$ cat config.mk
export PLATFORM = sky130hd
export DESIGN_NAME = riff_wave_header_parser
export DESIGN_NICKNAME = d
export VERILOG_FILES = /design/src/sv/rwp_pkg.sv /design/src/sv/rwp_parse.sv /design/src/sv/riff_wave_header_parser.sv
export VERILOG_INCLUDE_DIRS = /design/src /design/src/sv
export SDC_FILE = /design/constraint.sdc
export NUM_CORES = 2
export LEC_CHECK = 0
export ABC_CLOCK_PERIOD_IN_PS = 6910
export BUFFER_PORTS_ARGS = -buffer_cell sky130_fd_sc_hd__buf_2
export CAP_MARGIN = 20
export CORE_MARGIN = 2
export CORE_UTILIZATION = 30
export DETAILED_ROUTE_END_ITERATION = 10
export SYNTH_ARGS = -nofsm -noshare
export SYNTH_HDL_FRONTEND = slang
export SYNTH_SLANG_ARGS = --single-unit
$ cat constraint.sdc
create_clock -name clock -period 6.91 [get_ports clock]
set_clock_uncertainty 0.05 [all_clocks]
set_input_delay 1.0365 -clock clock [delete_from_list [all_inputs] [get_ports clock]]
set_output_delay 1.0365 -clock clock [all_outputs]
set_load 0.02 [all_outputs]
$ cat src/sv/riff_wave_header_parser_macros.svh
// Assertion helpers used by the parser top level.
`ifndef RIFF_WAVE_HEADER_PARSER_MACROS_SVH
`define RIFF_WAVE_HEADER_PARSER_MACROS_SVH

// Same-cycle implication, checked on every rising edge outside reset.
`define RWP_ASSERT_IMP(label, ante, cons) \
   label: assert property (@(posedge clock) disable iff (reset) (ante) |-> (cons)) \
      else $error("rwp: check failed");

// Next-cycle implication.
`define RWP_ASSERT_NXT(label, ante, cons) \
   label: assert property (@(posedge clock) disable iff (reset) (ante) |=> (cons)) \
      else $error("rwp: check failed");

`endif

$ cat src/sv/rwp_pkg.sv
`default_nettype none

package rwp_pkg;

   localparam logic [31:0] ID_RIFF = 32'h5249_4646;
   localparam logic [31:0] ID_WAVE = 32'h5741_5645;
   localparam logic [31:0] ID_FMT  = 32'h666D_7420;
   localparam logic [31:0] ID_DATA = 32'h6461_7461;
   localparam logic [15:0] PCM_TAG = 16'd1;
   localparam logic [31:0] FMT_MIN_LEN = 32'd16;

   localparam logic [1:0] KIND_REPORT = 2'd0;
   localparam logic [1:0] KIND_AUDIO  = 2'd1;
   localparam logic [1:0] KIND_ERROR  = 2'd2;

   localparam logic [2:0] ERR_NOT_RIFF  = 3'd0;
   localparam logic [2:0] ERR_NOT_WAVE  = 3'd1;
   localparam logic [2:0] ERR_FMT_BAD   = 3'd2;
   localparam logic [2:0] ERR_NOT_PCM   = 3'd3;
   localparam logic [2:0] ERR_DATA_BAD  = 3'd4;

   // result queue
   localparam int QUEUE_DEPTH = 4;
   localparam int QUEUE_PTR_W = $clog2(QUEUE_DEPTH);
   localparam int QUEUE_CNT_W = $clog2(QUEUE_DEPTH + 1);

   typedef enum logic [3:0] {
      PH_RIFF_ID   = 4'd0,
      PH_RIFF_SIZE = 4'd1,
      PH_WAVE_ID   = 4'd2,
      PH_CHUNK_ID  = 4'd3,
      PH_CHUNK_LEN = 4'd4,
      PH_FMT_BODY  = 4'd5,
      PH_SKIP      = 4'd6,
      PH_DATA      = 4'd7,
      PH_DONE      = 4'd8,
      PH_ERROR     = 4'd9
   } rwp_phase_type;

   typedef struct packed {
      logic [7:0] data_byte;
      logic       end_of_file;
   } rwp_req_type;

   typedef struct packed {
      logic [1:0]  kind;
      logic [7:0]  audio_byte;
      logic        last_of_data;
      logic [15:0] channels;
      logic [31:0] sample_rate;
      logic [31:0] bytes_per_second;
      logic [15:0] block_align;
      logic [15:0] bits_per_sample;
      logic [31:0] data_size;
      logic [2:0]  error_code;
      logic        last;
   } rwp_rsp_type;

   // results of one accepted item, in delivery order
   typedef struct packed {
      logic        first_valid;
      logic        second_valid;
      rwp_rsp_type first_item;
      rwp_rsp_type second_item;
   } rwp_push_type;

endpackage

`default_nettype wire

$ cat src/sv/rwp_parse.sv
`default_nettype none

module rwp_parse (
   input  wire logic                 clock,
   input  wire logic                 reset,
   input  wire logic                 accept,
   input  wire rwp_pkg::rwp_req_type req,
   output rwp_pkg::rwp_push_type     push
);

   rwp_pkg::rwp_phase_type phase_ff, phase_in, phase_mid;
   logic [3:0]  count_ff, count_in;
   logic [31:0] id_ff, id_in;
   logic [31:0] len_ff, len_in;
   logic        pad_ff, pad_in;
   logic        fmt_found_ff, fmt_found_in, fmt_found_mid;
   logic [15:0] tag_ff, tag_in;
   logic [15:0] chan_ff, chan_in;
   logic [31:0] rate_ff, rate_in;
   logic [31:0] brate_ff, brate_in;
   logic [15:0] align_ff, align_in;
   logic [15:0] depth_ff, depth_in;

   logic [31:0] id_next;
   logic [3:0]  count_inc;
   logic        id_done;
   logic [15:0] b16_sh;
   logic [31:0] b32_sh;
   logic [31:0] len_acc;
   logic [31:0] len_dec;
   logic [31:0] fmt_rem;
   logic [15:0] tag_next;
   logic [31:0] skip_len;
   logic        skip_pad;
   logic        len_end;
   logic        ev_riff_bad, ev_wave_bad, ev_fmt, ev_fmt_short, ev_not_pcm;
   logic        ev_report, ev_audio, byte_err, byte_valid, eof_err;
   logic [2:0]  byte_err_code, eof_err_code;
   rwp_pkg::rwp_rsp_type byte_item, eof_item;

   // shared decode of the current byte
   always_comb begin
      id_next   = {id_ff[23:0], req.data_byte};
      count_inc = count_ff + 4'd1;
      id_done   = (count_ff[1:0] == 2'd3);
      b16_sh    = {8'd0, req.data_byte} << {count_ff[0], 3'b000};
      b32_sh    = {24'd0, req.data_byte} << {count_ff[1:0], 3'b000};
      len_acc   = len_ff | b32_sh;
      len_dec   = len_ff - 32'd1;
      fmt_rem   = len_ff - rwp_pkg::FMT_MIN_LEN;
      tag_next  = tag_ff | b16_sh;
      skip_len  = (len_ff != 32'd0) ? len_dec : 32'd0;
      skip_pad  = (len_ff != 32'd0) ? pad_ff : 1'b0;
      len_end   = (phase_ff == rwp_pkg::PH_CHUNK_LEN) && id_done;

      ev_riff_bad  = (phase_ff == rwp_pkg::PH_RIFF_ID) && id_done
                     && (id_next != rwp_pkg::ID_RIFF);
      ev_wave_bad  = (phase_ff == rwp_pkg::PH_WAVE_ID) && id_done
                     && (id_next != rwp_pkg::ID_WAVE);
      ev_fmt       = len_end && (id_ff == rwp_pkg::ID_FMT) && !fmt_found_ff;
      ev_fmt_short = ev_fmt && (len_acc < rwp_pkg::FMT_MIN_LEN);
      ev_report    = len_end && (id_ff == rwp_pkg::ID_DATA) && fmt_found_ff;
      ev_not_pcm   = (phase_ff == rwp_pkg::PH_FMT_BODY) && (count_ff == 4'd1)
                     && (tag_next != rwp_pkg::PCM_TAG);
      ev_audio     = (phase_ff == rwp_pkg::PH_DATA);

      byte_err = ev_riff_bad || ev_wave_bad || ev_fmt_short || ev_not_pcm;
      if (ev_riff_bad) begin
         byte_err_code = rwp_pkg::ERR_NOT_RIFF;
      end else if (ev_wave_bad) begin
         byte_err_code = rwp_pkg::ERR_NOT_WAVE;
      end else if (ev_fmt_short) begin
         byte_err_code = rwp_pkg::ERR_FMT_BAD;
      end else begin
         byte_err_code = rwp_pkg::ERR_NOT_PCM;
      end
   end

   // next state
   always_comb begin
      phase_mid    = phase_ff;
      count_in     = count_ff;
      id_in        = id_ff;
      len_in       = len_ff;
      pad_in       = pad_ff;
      fmt_found_in = fmt_found_ff;
      tag_in       = tag_ff;
      chan_in      = chan_ff;
      rate_in      = rate_ff;
      brate_in     = brate_ff;
      align_in     = align_ff;
      depth_in     = depth_ff;

      unique case (phase_ff)
         rwp_pkg::PH_RIFF_ID, rwp_pkg::PH_WAVE_ID, rwp_pkg::PH_CHUNK_ID: begin
            id_in    = id_next;
            count_in = id_done ? 4'd0 : count_inc;
            if (id_done) begin
               if (phase_ff == rwp_pkg::PH_RIFF_ID) begin
                  phase_mid = ev_riff_bad ? rwp_pkg::PH_ERROR : rwp_pkg::PH_RIFF_SIZE;
               end else if (phase_ff == rwp_pkg::PH_WAVE_ID) begin
                  phase_mid = ev_wave_bad ? rwp_pkg::PH_ERROR : rwp_pkg::PH_CHUNK_ID;
               end else begin
                  len_in    = 32'd0;
                  phase_mid = rwp_pkg::PH_CHUNK_LEN;
               end
            end
         end
         rwp_pkg::PH_RIFF_SIZE: begin
            count_in = id_done ? 4'd0 : count_inc;
            if (id_done) begin
               phase_mid = rwp_pkg::PH_WAVE_ID;
            end
         end
         rwp_pkg::PH_CHUNK_LEN: begin
            len_in   = len_acc;
            count_in = id_done ? 4'd0 : count_inc;
            if (id_done) begin
               pad_in = len_acc[0];
               if (ev_fmt) begin
                  phase_mid = ev_fmt_short ? rwp_pkg::PH_ERROR : rwp_pkg::PH_FMT_BODY;
               end else if (ev_report) begin
                  phase_mid = (len_acc == 32'd0) ? rwp_pkg::PH_DONE : rwp_pkg::PH_DATA;
               end else begin
                  // an even zero length has no pad byte, so nothing to skip
                  phase_mid = (len_acc == 32'd0) ? rwp_pkg::PH_CHUNK_ID : rwp_pkg::PH_SKIP;
               end
            end
         end
         rwp_pkg::PH_FMT_BODY: begin
            case (count_ff) inside
               4'd0, 4'd1:    tag_in   = tag_next;
               4'd2, 4'd3:    chan_in  = chan_ff | b16_sh;
               [4'd4:4'd7]:   rate_in  = rate_ff | b32_sh;
               [4'd8:4'd11]:  brate_in = brate_ff | b32_sh;
               4'd12, 4'd13:  align_in = align_ff | b16_sh;
               default:       depth_in = depth_ff | b16_sh;
            endcase
            count_in = count_inc;
            if (ev_not_pcm) begin
               phase_mid = rwp_pkg::PH_ERROR;
            end else if (count_ff == 4'd15) begin
               fmt_found_in = 1'b1;
               len_in       = fmt_rem;
               phase_mid    = (fmt_rem == 32'd0 && !pad_ff) ? rwp_pkg::PH_CHUNK_ID
                                                          : rwp_pkg::PH_SKIP;
            end
         end
         rwp_pkg::PH_SKIP: begin
            len_in = skip_len;
            pad_in = skip_pad;
            if (skip_len == 32'd0 && !skip_pad) begin
               phase_mid = rwp_pkg::PH_CHUNK_ID;
            end
         end
         rwp_pkg::PH_DATA: begin
            len_in = len_dec;
            if (len_dec == 32'd0) begin
               phase_mid = rwp_pkg::PH_DONE;
            end
         end
         default: begin
         end
      endcase

      fmt_found_mid = fmt_found_in;
      phase_in      = phase_mid;

      // end of file: everything back to its reset value
      if (req.end_of_file) begin
         phase_in     = rwp_pkg::PH_RIFF_ID;
         count_in     = '0;
         id_in        = '0;
         len_in       = '0;
         pad_in       = 1'b0;
         fmt_found_in = 1'b0;
         tag_in       = '0;
         chan_in      = '0;
         rate_in      = '0;
         brate_in     = '0;
         align_in     = '0;
         depth_in     = '0;
      end
   end

   // results
   always_comb begin
      eof_err = req.end_of_file && (phase_mid != rwp_pkg::PH_DONE)
                && (phase_mid != rwp_pkg::PH_ERROR);
      unique case (phase_mid)
         rwp_pkg::PH_RIFF_ID:                          eof_err_code = rwp_pkg::ERR_NOT_RIFF;
         rwp_pkg::PH_RIFF_SIZE, rwp_pkg::PH_WAVE_ID:   eof_err_code = rwp_pkg::ERR_NOT_WAVE;
         rwp_pkg::PH_FMT_BODY:                         eof_err_code = rwp_pkg::ERR_FMT_BAD;
         rwp_pkg::PH_DATA:                             eof_err_code = rwp_pkg::ERR_DATA_BAD;
         default: eof_err_code = fmt_found_mid ? rwp_pkg::ERR_DATA_BAD : rwp_pkg::ERR_FMT_BAD;
      endcase

      byte_valid = byte_err || ev_report || ev_audio;

      byte_item = '0;
      if (byte_err) begin
         byte_item.kind       = rwp_pkg::KIND_ERROR;
         byte_item.error_code = byte_err_code;
      end else if (ev_report) begin
         byte_item.kind             = rwp_pkg::KIND_REPORT;
         byte_item.channels         = chan_ff;
         byte_item.sample_rate      = rate_ff;
         byte_item.bytes_per_second = brate_ff;
         byte_item.block_align      = align_ff;
         byte_item.bits_per_sample  = depth_ff;
         byte_item.data_size        = len_acc;
      end else begin
         byte_item.kind         = rwp_pkg::KIND_AUDIO;
         byte_item.audio_byte   = req.data_byte;
         byte_item.last_of_data = (len_dec == 32'd0);
      end
      byte_item.last = !eof_err;

      eof_item            = '0;
      eof_item.kind       = rwp_pkg::KIND_ERROR;
      eof_item.error_code = eof_err_code;
      eof_item.last       = 1'b1;

      push.first_valid  = accept && (byte_valid || eof_err);
      push.second_valid = accept && byte_valid && eof_err;
      push.first_item   = byte_valid ? byte_item : eof_item;
      push.second_item  = eof_item;
   end

   always_ff @(posedge clock) begin
      if (reset) begin
         phase_ff     <= rwp_pkg::PH_RIFF_ID;
         count_ff     <= '0;
         id_ff        <= '0;
         len_ff       <= '0;
         pad_ff       <= 1'b0;
         fmt_found_ff <= 1'b0;
         tag_ff       <= '0;
         chan_ff      <= '0;
         rate_ff      <= '0;
         brate_ff     <= '0;
         align_ff     <= '0;
         depth_ff     <= '0;
      end else if (accept) begin
         phase_ff     <= phase_in;
         count_ff     <= count_in;
         id_ff        <= id_in;
         len_ff       <= len_in;
         pad_ff       <= pad_in;
         fmt_found_ff <= fmt_found_in;
         tag_ff       <= tag_in;
         chan_ff      <= chan_in;
         rate_ff      <= rate_in;
         brate_ff     <= brate_in;
         align_ff     <= align_in;
         depth_ff     <= depth_in;
      end
   end

endmodule

`default_nettype wire

$ cat src/sv/riff_wave_header_parser.sv
// The results of an accepted item are written into the result queue and offered on rsp behind any earlier results.
// One item per cycle while req_ready is high; an item that yields two results offers them on rsp one after the other.
// The rate is set by the 4-entry result queue: req_ready is high while two slots are free.
// Reset (synchronous, active high) returns the parser to expecting RIFF and empties the queue.
`default_nettype none

`include "riff_wave_header_parser_macros.svh"

module riff_wave_header_parser (
   input  wire logic                 clock,
   input  wire logic                 reset,
   input  wire logic                 req_valid,
   output logic                      req_ready,
   input  wire rwp_pkg::rwp_req_type req_data,
   output logic                      rsp_valid,
   input  wire logic                 rsp_ready,
   output rwp_pkg::rwp_rsp_type      rsp_data
);

   logic                  accept;
   logic                  pop;
   rwp_pkg::rwp_push_type push;
   logic [1:0]            n_push;

   rwp_pkg::rwp_rsp_type                 q_ff [rwp_pkg::QUEUE_DEPTH];
   logic [rwp_pkg::QUEUE_PTR_W-1:0]      wr_ptr_ff, wr_ptr_in;
   logic [rwp_pkg::QUEUE_PTR_W-1:0]      rd_ptr_ff, rd_ptr_in;
   logic [rwp_pkg::QUEUE_CNT_W-1:0]      cnt_ff, cnt_in;

   // room for the worst case of two results per item
   assign req_ready = (cnt_ff <= rwp_pkg::QUEUE_CNT_W'(rwp_pkg::QUEUE_DEPTH - 2));
   assign accept    = req_valid && req_ready;
   assign rsp_valid = (cnt_ff != '0);
   assign rsp_data  = q_ff[rd_ptr_ff];
   assign pop       = rsp_valid && rsp_ready;

   rwp_parse u_parse (
      .clock  (clock),
      .reset  (reset),
      .accept (accept),
      .req    (req_data),
      .push   (push)
   );

   always_comb begin
      n_push    = {1'b0, push.first_valid} + {1'b0, push.second_valid};
      wr_ptr_in = wr_ptr_ff + rwp_pkg::QUEUE_PTR_W'(n_push);
      rd_ptr_in = rd_ptr_ff + rwp_pkg::QUEUE_PTR_W'(pop);
      cnt_in    = cnt_ff + rwp_pkg::QUEUE_CNT_W'(n_push) - rwp_pkg::QUEUE_CNT_W'(pop);
   end

   always_ff @(posedge clock) begin
      if (reset) begin
         wr_ptr_ff <= '0;
         rd_ptr_ff <= '0;
         cnt_ff    <= '0;
      end else begin
         wr_ptr_ff <= wr_ptr_in;
         rd_ptr_ff <= rd_ptr_in;
         cnt_ff    <= cnt_in;
      end
   end

   always_ff @(posedge clock) begin
      if (push.first_valid) begin
         q_ff[wr_ptr_ff] <= push.first_item;
      end
      if (push.second_valid) begin
         q_ff[wr_ptr_ff + rwp_pkg::QUEUE_PTR_W'(1)] <= push.second_item;
      end
   end

   `RWP_ASSERT_IMP(a_room_on_accept, req_valid && req_ready, cnt_ff <= rwp_pkg::QUEUE_CNT_W'(rwp_pkg::QUEUE_DEPTH - 2))
   `RWP_ASSERT_IMP(a_pair_order, push.second_valid, push.first_valid && !push.first_item.last && push.second_item.last)
   `RWP_ASSERT_NXT(a_drain, rsp_valid && rsp_ready && !push.first_valid, cnt_ff == rwp_pkg::QUEUE_CNT_W'($past(cnt_ff) - 1'b1))

endmodule

`default_nettype wire
---- After elaboration in Yosys (flattened, before gate mapping) ----
Memory sizes are Yosys's and may differ from the RTL's. A register that Yosys moved wholly into a read port is not among the register bits.
Cells that the tools add are included.
operators by class
  magnitude comparators ................... 6
  shift-type cells ........................ 2
  bitwise operators ....................... 7
  divide/modulo/power cells ............... 0
  add/sub/neg operators ................... 9
  multiplexer cells ....................... 89
  equality and inequality tests ........... 36
  $mul .................................... 0
  reduce and logical (&&, ||, !) cells .... 68
operators by type and width
  operator                 number
  $mux W32                 20
  $mux W16                 21
  $pmux W32 S5             1
  $mux W159                1
  $mux W153                1
  $mux W144                1
  $logic_not A32 Y1        4
  $or A32 B32 Y32          3
  $mux W4                  18
  $eq A32 B31 Y1 const B   2
  $ne A32 B31 Y1 const B   2
  $or A16 B16 Y16          4
  $lt A32 B5 Y1 const B    1
  $reduce_bool A32 Y1      1
  $shl A8 B5 Y32           1
  $sub A32 B1 Y32 const B  1
  $sub A32 B5 Y32 const B  1
  $eq A4 B3 Y1 const B     6
  $pmux W4 S6              1
  $logic_and A1 B1 Y1      23
  $reduce_and A7 Y1        3
  $eq A4 B2 Y1 const B     5
  $ne A16 B1 Y1 const B    1
  $shl A8 B4 Y16           1
  other kinds (40)         94
storage, ports and cells
  bits in latches ......................... 0
  memories ................................ 1
  flip-flop bits (word level) ............. 209
  input port bits ......................... 13
  output and inout bits ................... 161
  bits in writable memories ............... 636
  bits in read-only memories .............. 0
  logic and storage cells ................. 233
memory list
  name  words  bits a word  read ports  clocked after memory_dff  write ports  RTL line                       source
  q_ff  4      159          1           1                         2            riff_wave_header_parser.sv:25  rwp_pkg::rwp_rsp_type q_ff [rwp_pkg::QUEUE_DEPTH];

---- Logic depth before layout (Yosys ltp) ----
  depth in word-level cells ............... 17
  depth in mapped cells ................... 23
  mapped depth without buffers ............ 19

---- Modules after synthesis ----
A second synthesis with hierarchy kept.
second synthesis, totals
  cell total of the unflattened synthesis .. 3,316
  area, all modules ....................... 43,576.8 um2
by module, submodules not included
  module                   area an instance (um2)  seq. area each (um2)  cells each  instances
  riff_wave_header_parser  30,823.3                19,238.5              1,581       1
  rwp_parse                12,753.5                4,043.9               1,735       1

---- Worst setup path after synthesis ----
OpenSTA, ideal clock, no wires.
  path kind ............................... reg-to-reg
  start ................................... register u_parse.len_ff[4]
  end ..................................... register cnt_ff[2] (netlist bit)
  data arrival time ....................... 5.091 ns
  setup time .............................. 0.128 ns
  path slack .............................. 1.642 ns
  period minus slack after synthesis ...... 5.268 ns
  required time ........................... 6.732 ns
  buffers on the path ..................... 2
  stages on the path, launching flop included .. 21
  cells stage by stage .................... dfxtp_1 > clkbuf_1 > inv_1 > ha_1 > buf_2 > nor4bb_1 > nand2_1 > or4_1 > a2111oi_0 > nand4_1 > a2111o_1 > a2bb2oi_1 > o31ai_4 > nand2_1 > ha_1 > inv_1 > ha_1 > fa_1 > xnor2_1 > xnor2_1 > nor2_1
on the way
  word-level cells in the longest chain between the ends .. 15
  elaborated cells on any way between the ends .. 42
  classes of those cells .................. add/sub (5); order compare (1); eq/ne (2); mux (14); bitwise (1); reduce/logical (19)
RTL lines
  item                                                       RTL line                            source
  start, declared                                            rwp_parse.sv:14                     logic [31:0] len_ff, len_in;
  start signal, assigned                                     rwp_parse.sv:248                    len_ff <= len_in;
  $sub A32 B5 Y32 / $or A32 B32 Y32 (equally long branches)  rwp_parse.sv:50, rwp_parse.sv:48
  $logic_not A32 Y1 (tied with other cells)                  rwp_parse.sv:145                    phase_mid = (fmt_rem == 32'd0 && !pad_ff) ? rwp_pkg::PH_CHUNK_ID
  $logic_and A1 B1 Y1 (tied with other cells)                rwp_parse.sv:145
  $mux W3 (tied with other cells)                            rwp_parse.sv:145
  $mux W4, on equally long branches                          rwp_parse.sv:142, rwp_parse.sv:120
  $mux W4, on equally long branches                          rwp_parse.sv:140, rwp_parse.sv:118
  $pmux W4 S6                                                rwp_parse.sv:94                     unique case (phase_ff)
  $ne A4 B4 Y1                                               rwp_parse.sv:188                    eof_err = req.end_of_file && (phase_mid != rwp_pkg::PH_DONE)
  $logic_and A1 B1 Y1                                        rwp_parse.sv:188
  $logic_and A1 B1 Y1                                        rwp_parse.sv:189                    && (phase_mid != rwp_pkg::PH_ERROR);
  $logic_or A1 B1 Y1                                         rwp_parse.sv:224                    push.first_valid = accept && (byte_valid || eof_err);
  $logic_and A1 B1 Y1                                        rwp_parse.sv:224
  $add A1 B1 Y2 (*)                                          riff_wave_header_parser.sv:46       n_push = {1'b0, push.first_valid} + {1'b0, push.second_valid};
  $add A3 B2 Y3 (*)                                          riff_wave_header_parser.sv:49       cnt_in = cnt_ff + rwp_pkg::QUEUE_CNT_W'(n_push) - rwp_pkg::QUEUE_CNT_W'(pop);
  $sub A3 B1 Y3 (*)                                          riff_wave_header_parser.sv:49
  end signal, assigned                                       riff_wave_header_parser.sv:60       cnt_ff <= cnt_in;
  end, declared                                              riff_wave_header_parser.sv:28       logic [rwp_pkg::QUEUE_CNT_W-1:0] cnt_ff, cnt_in;
Every way passes the cells marked *; elsewhere a longest branch is shown, timed or not.
A chain may end at the register's enable or synchronous reset.

---- Worst setup path after layout ----
Same ends and word-level chain as after synthesis.

==> summary.md <==
| Metric | Value |
|---|---|
| CP max FO | `17` |
| Slew @ Worst Pin | `1.10 ns` |
| Worst setup margin | `0.665 ns` |
| Outcome | `finished, final reports clean` |
| Root Driver | `clkbuf_16` |
| Syn Nets | `4182` |
| Via count | `32900` |
| Initial core utilization | `30.2%` |
| Arr. time, crit path | `6.69 ns` |
| Filler cell count | `12700` |
| GRT Overall Usage | `19.8%` |
| Remaining DRCs | `0` |
| CTS Sinks | `845` |
| Final setup violation count | `0` |
| Synthesized area per cell | `8.96 um^2` |
| Most common cell after layout, fill and taps aside | `dfxtp_1` |
| Clock Latency Late Sink | `0.66 ns` |
| Wire per inst | `22.6 um` |
| Cell Area, Synth | `37200 um^2` |
| Hold Path Class | `register to register` |
| Fin. Hold Viols | `0` |
| Power per Cell Area | `264 nW/um^2` |
| Ant diodes | `0` |
| WL final | `131000 um` |
| Commonest cells after routing, fill and taps aside | `dfxtp_1, a21oi_1, nand2_1, nand3_1, nor2_1` |
| Setup_tns | `0 ns` |
| Die ar. | `127000 um^2` |
| Row Count | `129` |
| Synth Instances | `4151` |
| Asr flop ratio synth | `0%` |
| RSZ-0062 raised after global routing | `false` |
| Cts hold-fix bufs | `0` |
| Max Freq | `0.160 GHz` |
| CTS buffer count | `87` |
| Max-slew headroom | `26.4%` |
| Worst-case clock buffer depth | `3` |
| Synth cell types | `79` |
| Pre-CTS setup slack | `0.846 ns` |
| Synth warn | `0` |
| H-tree depth | `3` |
| Clk pin slew, worst setup/hold paths | `0.06 ns` |
| Core ar. | `123000 um^2` |
| Die span in x | `356 um` |
| Final min period | `6.24 ns` |
| DRT antenna net count | `0` |
| Vias in the first global route | `31300` |
| Seq/Total Area, Yosys | `45.8%` |
| Global placer's final weighted congestion | `0.969` |
| TritonRoute pass-1 iters | `8` |
| Worst Path Required | `7.36 ns` |
| Final nets | `4103` |
| Post-synthesis register bit count | `845` |
| Post-DP HPWL | `76900 um` |
| # IOs | `174` |
| Period utilization | `90.4%` |
| Grt total ovfl | `0` |
| Slew Viols, Final | `0` |
| CTS tree | `yes` |
| Crit end category | `register` |
| Top FF cell, synth | `dfxtp_1` |
| Post-synth EDFFs | `12` |
| Port Buffer Count | `173` |
| Largest net degree at the start of global routing | `111` |
| Post-CTS Setup Repair Bufs | `0` |
| Initial antenna violation count | `7` |
| Via density | `5.70` |
| Kind of critical path | `register to register` |
| Chip Height | `356 um` |
| Cts repair resizes | `0` |
| Maximum vdd drop | `169 uV` |
| Layout area overhead | `14.5%` |
| DR iter-0 viols | `3861` |
| Element type at the critical path start | `register` |
| First-pass GRT wire length | `196000 um` |
| Max-Cap Viols | `0` |
| Share of layout cells above drive strength 1 | `15.0%` |
| Leakage | `14.9 nW` |
-- worst paths after layout --
kind / startpoint / end / cells past startpoint / slack [ns]
setup / recovery: u_parse.len_ff[4] / cnt_ff[2] / 19 / 0.67
hold / removal: q_ff[3][9] / q_ff[3][9] / 2 / 0.40
setup reg to reg: u_parse.len_ff[4] / cnt_ff[2] / 19 / 0.67
hold reg to reg: q_ff[3][9] / q_ff[3][9] / 2 / 0.40
-- report_power, final --
part | internal, W | switching (W) | total (W)
Clock | 0.00286 | 0.00205 | 0.00491
Sequential | 0.00494 | 0.000113 | 0.00505
Combinational | 0.000417 | 0.000887 | 0.00130
Total | 0.00821 | 0.00305 | 0.0113
-- cells in the mapped netlist, types with 18 or more instances --
cell | n | area [um^2]
dfxtp_1 | 833 | 16700
a21oi_1 | 564 | 2820
nand2_1 | 432 | 1620
nand3_1 | 392 | 1960
nor2_1 | 348 | 1310
clkbuf_1 | 320 | 1200
mux4_2 | 159 | 3580
nand2b_1 | 137 | 857
a32o_1 | 120 | 1200
a31oi_1 | 94 | 588
o21ai_0 | 76 | 380
a22oi_1 | 63 | 473
buf_2 | 56 | 280
buf_1 | 53 | 199
nor3_1 | 50 | 250
mux2i_1 | 36 | 360
nor4_1 | 35 | 219
a22o_1 | 34 | 298
inv_1 | 33 | 124
nand4_1 | 25 | 156
or4_1 | 24 | 180
nor2b_1 | 19 | 119
or3_1 | 18 | 113
-- final cells by class --
cell class | instances | area, um^2 | share of cell area [%]
timing repair buffer | 262 | 1850 | 4.35
sequential | 845 | 17000 | 40.0
multi-input combinational | 2841 | 18500 | 43.4
tap | 1637 | 2050 | 4.81
clock buffer | 122 | 2550 | 5.99
inverter | 35 | 139 | 0.326
clock inverter | 40 | 457 | 1.07
-- critical path, stage by stage (launching register included) --
cell     delay (ns)
dfxtp_1        0.47
inv_1          0.21
ha_1           0.35
nor3b_1        0.79
nand3_1        0.52
o31ai_1        0.35
nand4_1        0.11
or4_1          0.58
o21ai_0        0.32
a31oi_1        0.21
o31a_1         0.39
nand2_1        0.24
inv_2          0.10
ha_1           0.18
inv_1          0.09
ha_1           0.26
fa_1           0.45
xnor2_1        0.21
xnor2_1        0.16
nor2_1         0.06
-- kinds of logic (layout without fill, tap and decap cells) --
group / Yosys count / count (layout) / synth area share (%)
buffers and inverters: 465 / 459 / 4.89
AOI/OAI and AO/OA: 1066 / 1066 / 18.0
and+or+nand+nor: 1536 / 1536 / 19.4
muxes: 200 / 200 / 10.7
DFF: 845 / 845 / 45.8
adders and majority gates: 19 / 19 / 0.653
xor gates and xnor gates: 20 / 20 / 0.471
-- state kept, by name (all words and copies together) (netlist names), 2 cells and up --
name,flops
q_ff,636
u_parse.brate_ff,32
u_parse.id_ff,32
u_parse.len_ff,32
u_parse.rate_ff,32
u_parse.align_ff,16
u_parse.chan_ff,16
u_parse.depth_ff,16
u_parse.tag_ff,16
u_parse.count_ff,4
u_parse.phase_ff,4
cnt_ff,3
rd_ptr_ff,2
wr_ptr_ff,2
-- routing by layer --
| metal | global-route usage, % | up-vias | wire length, um |
|---|---|---|---|
| li1 | - | 14900 | - |
| met4 | 7.00 | 6 | 4140 |
| met2 | 32.1 | 1392 | 60900 |
| met1 | 26.1 | 16400 | 55000 |
| met5 | 0 | - | 36 |
| met3 | 4.11 | 267 | 10600 |
-- metrics by stage --
stage | utilization [%] | instance area [um^2] | cells | hold WS, ns | total power (W)
2_1_floorplan | - | 37200 | 4151 | 0.372 | 0.00598
3_3_place_gp | 32.1 | 39600 | 5619 | 0.382 | 0.00646
3_5_place_dp | 32.1 | 39600 | 5619 | 0.387 | 0.00646
4_1_cts | 34.5 | 42600 | 5781 | 0.397 | 0.0113
5_1_grt | 34.5 | 42600 | 5782 | 0.415 | 0.0116
6_report | 34.5 | 42600 | 5782 | 0.398 | 0.0113
Power figures use the tool's default switching activity.
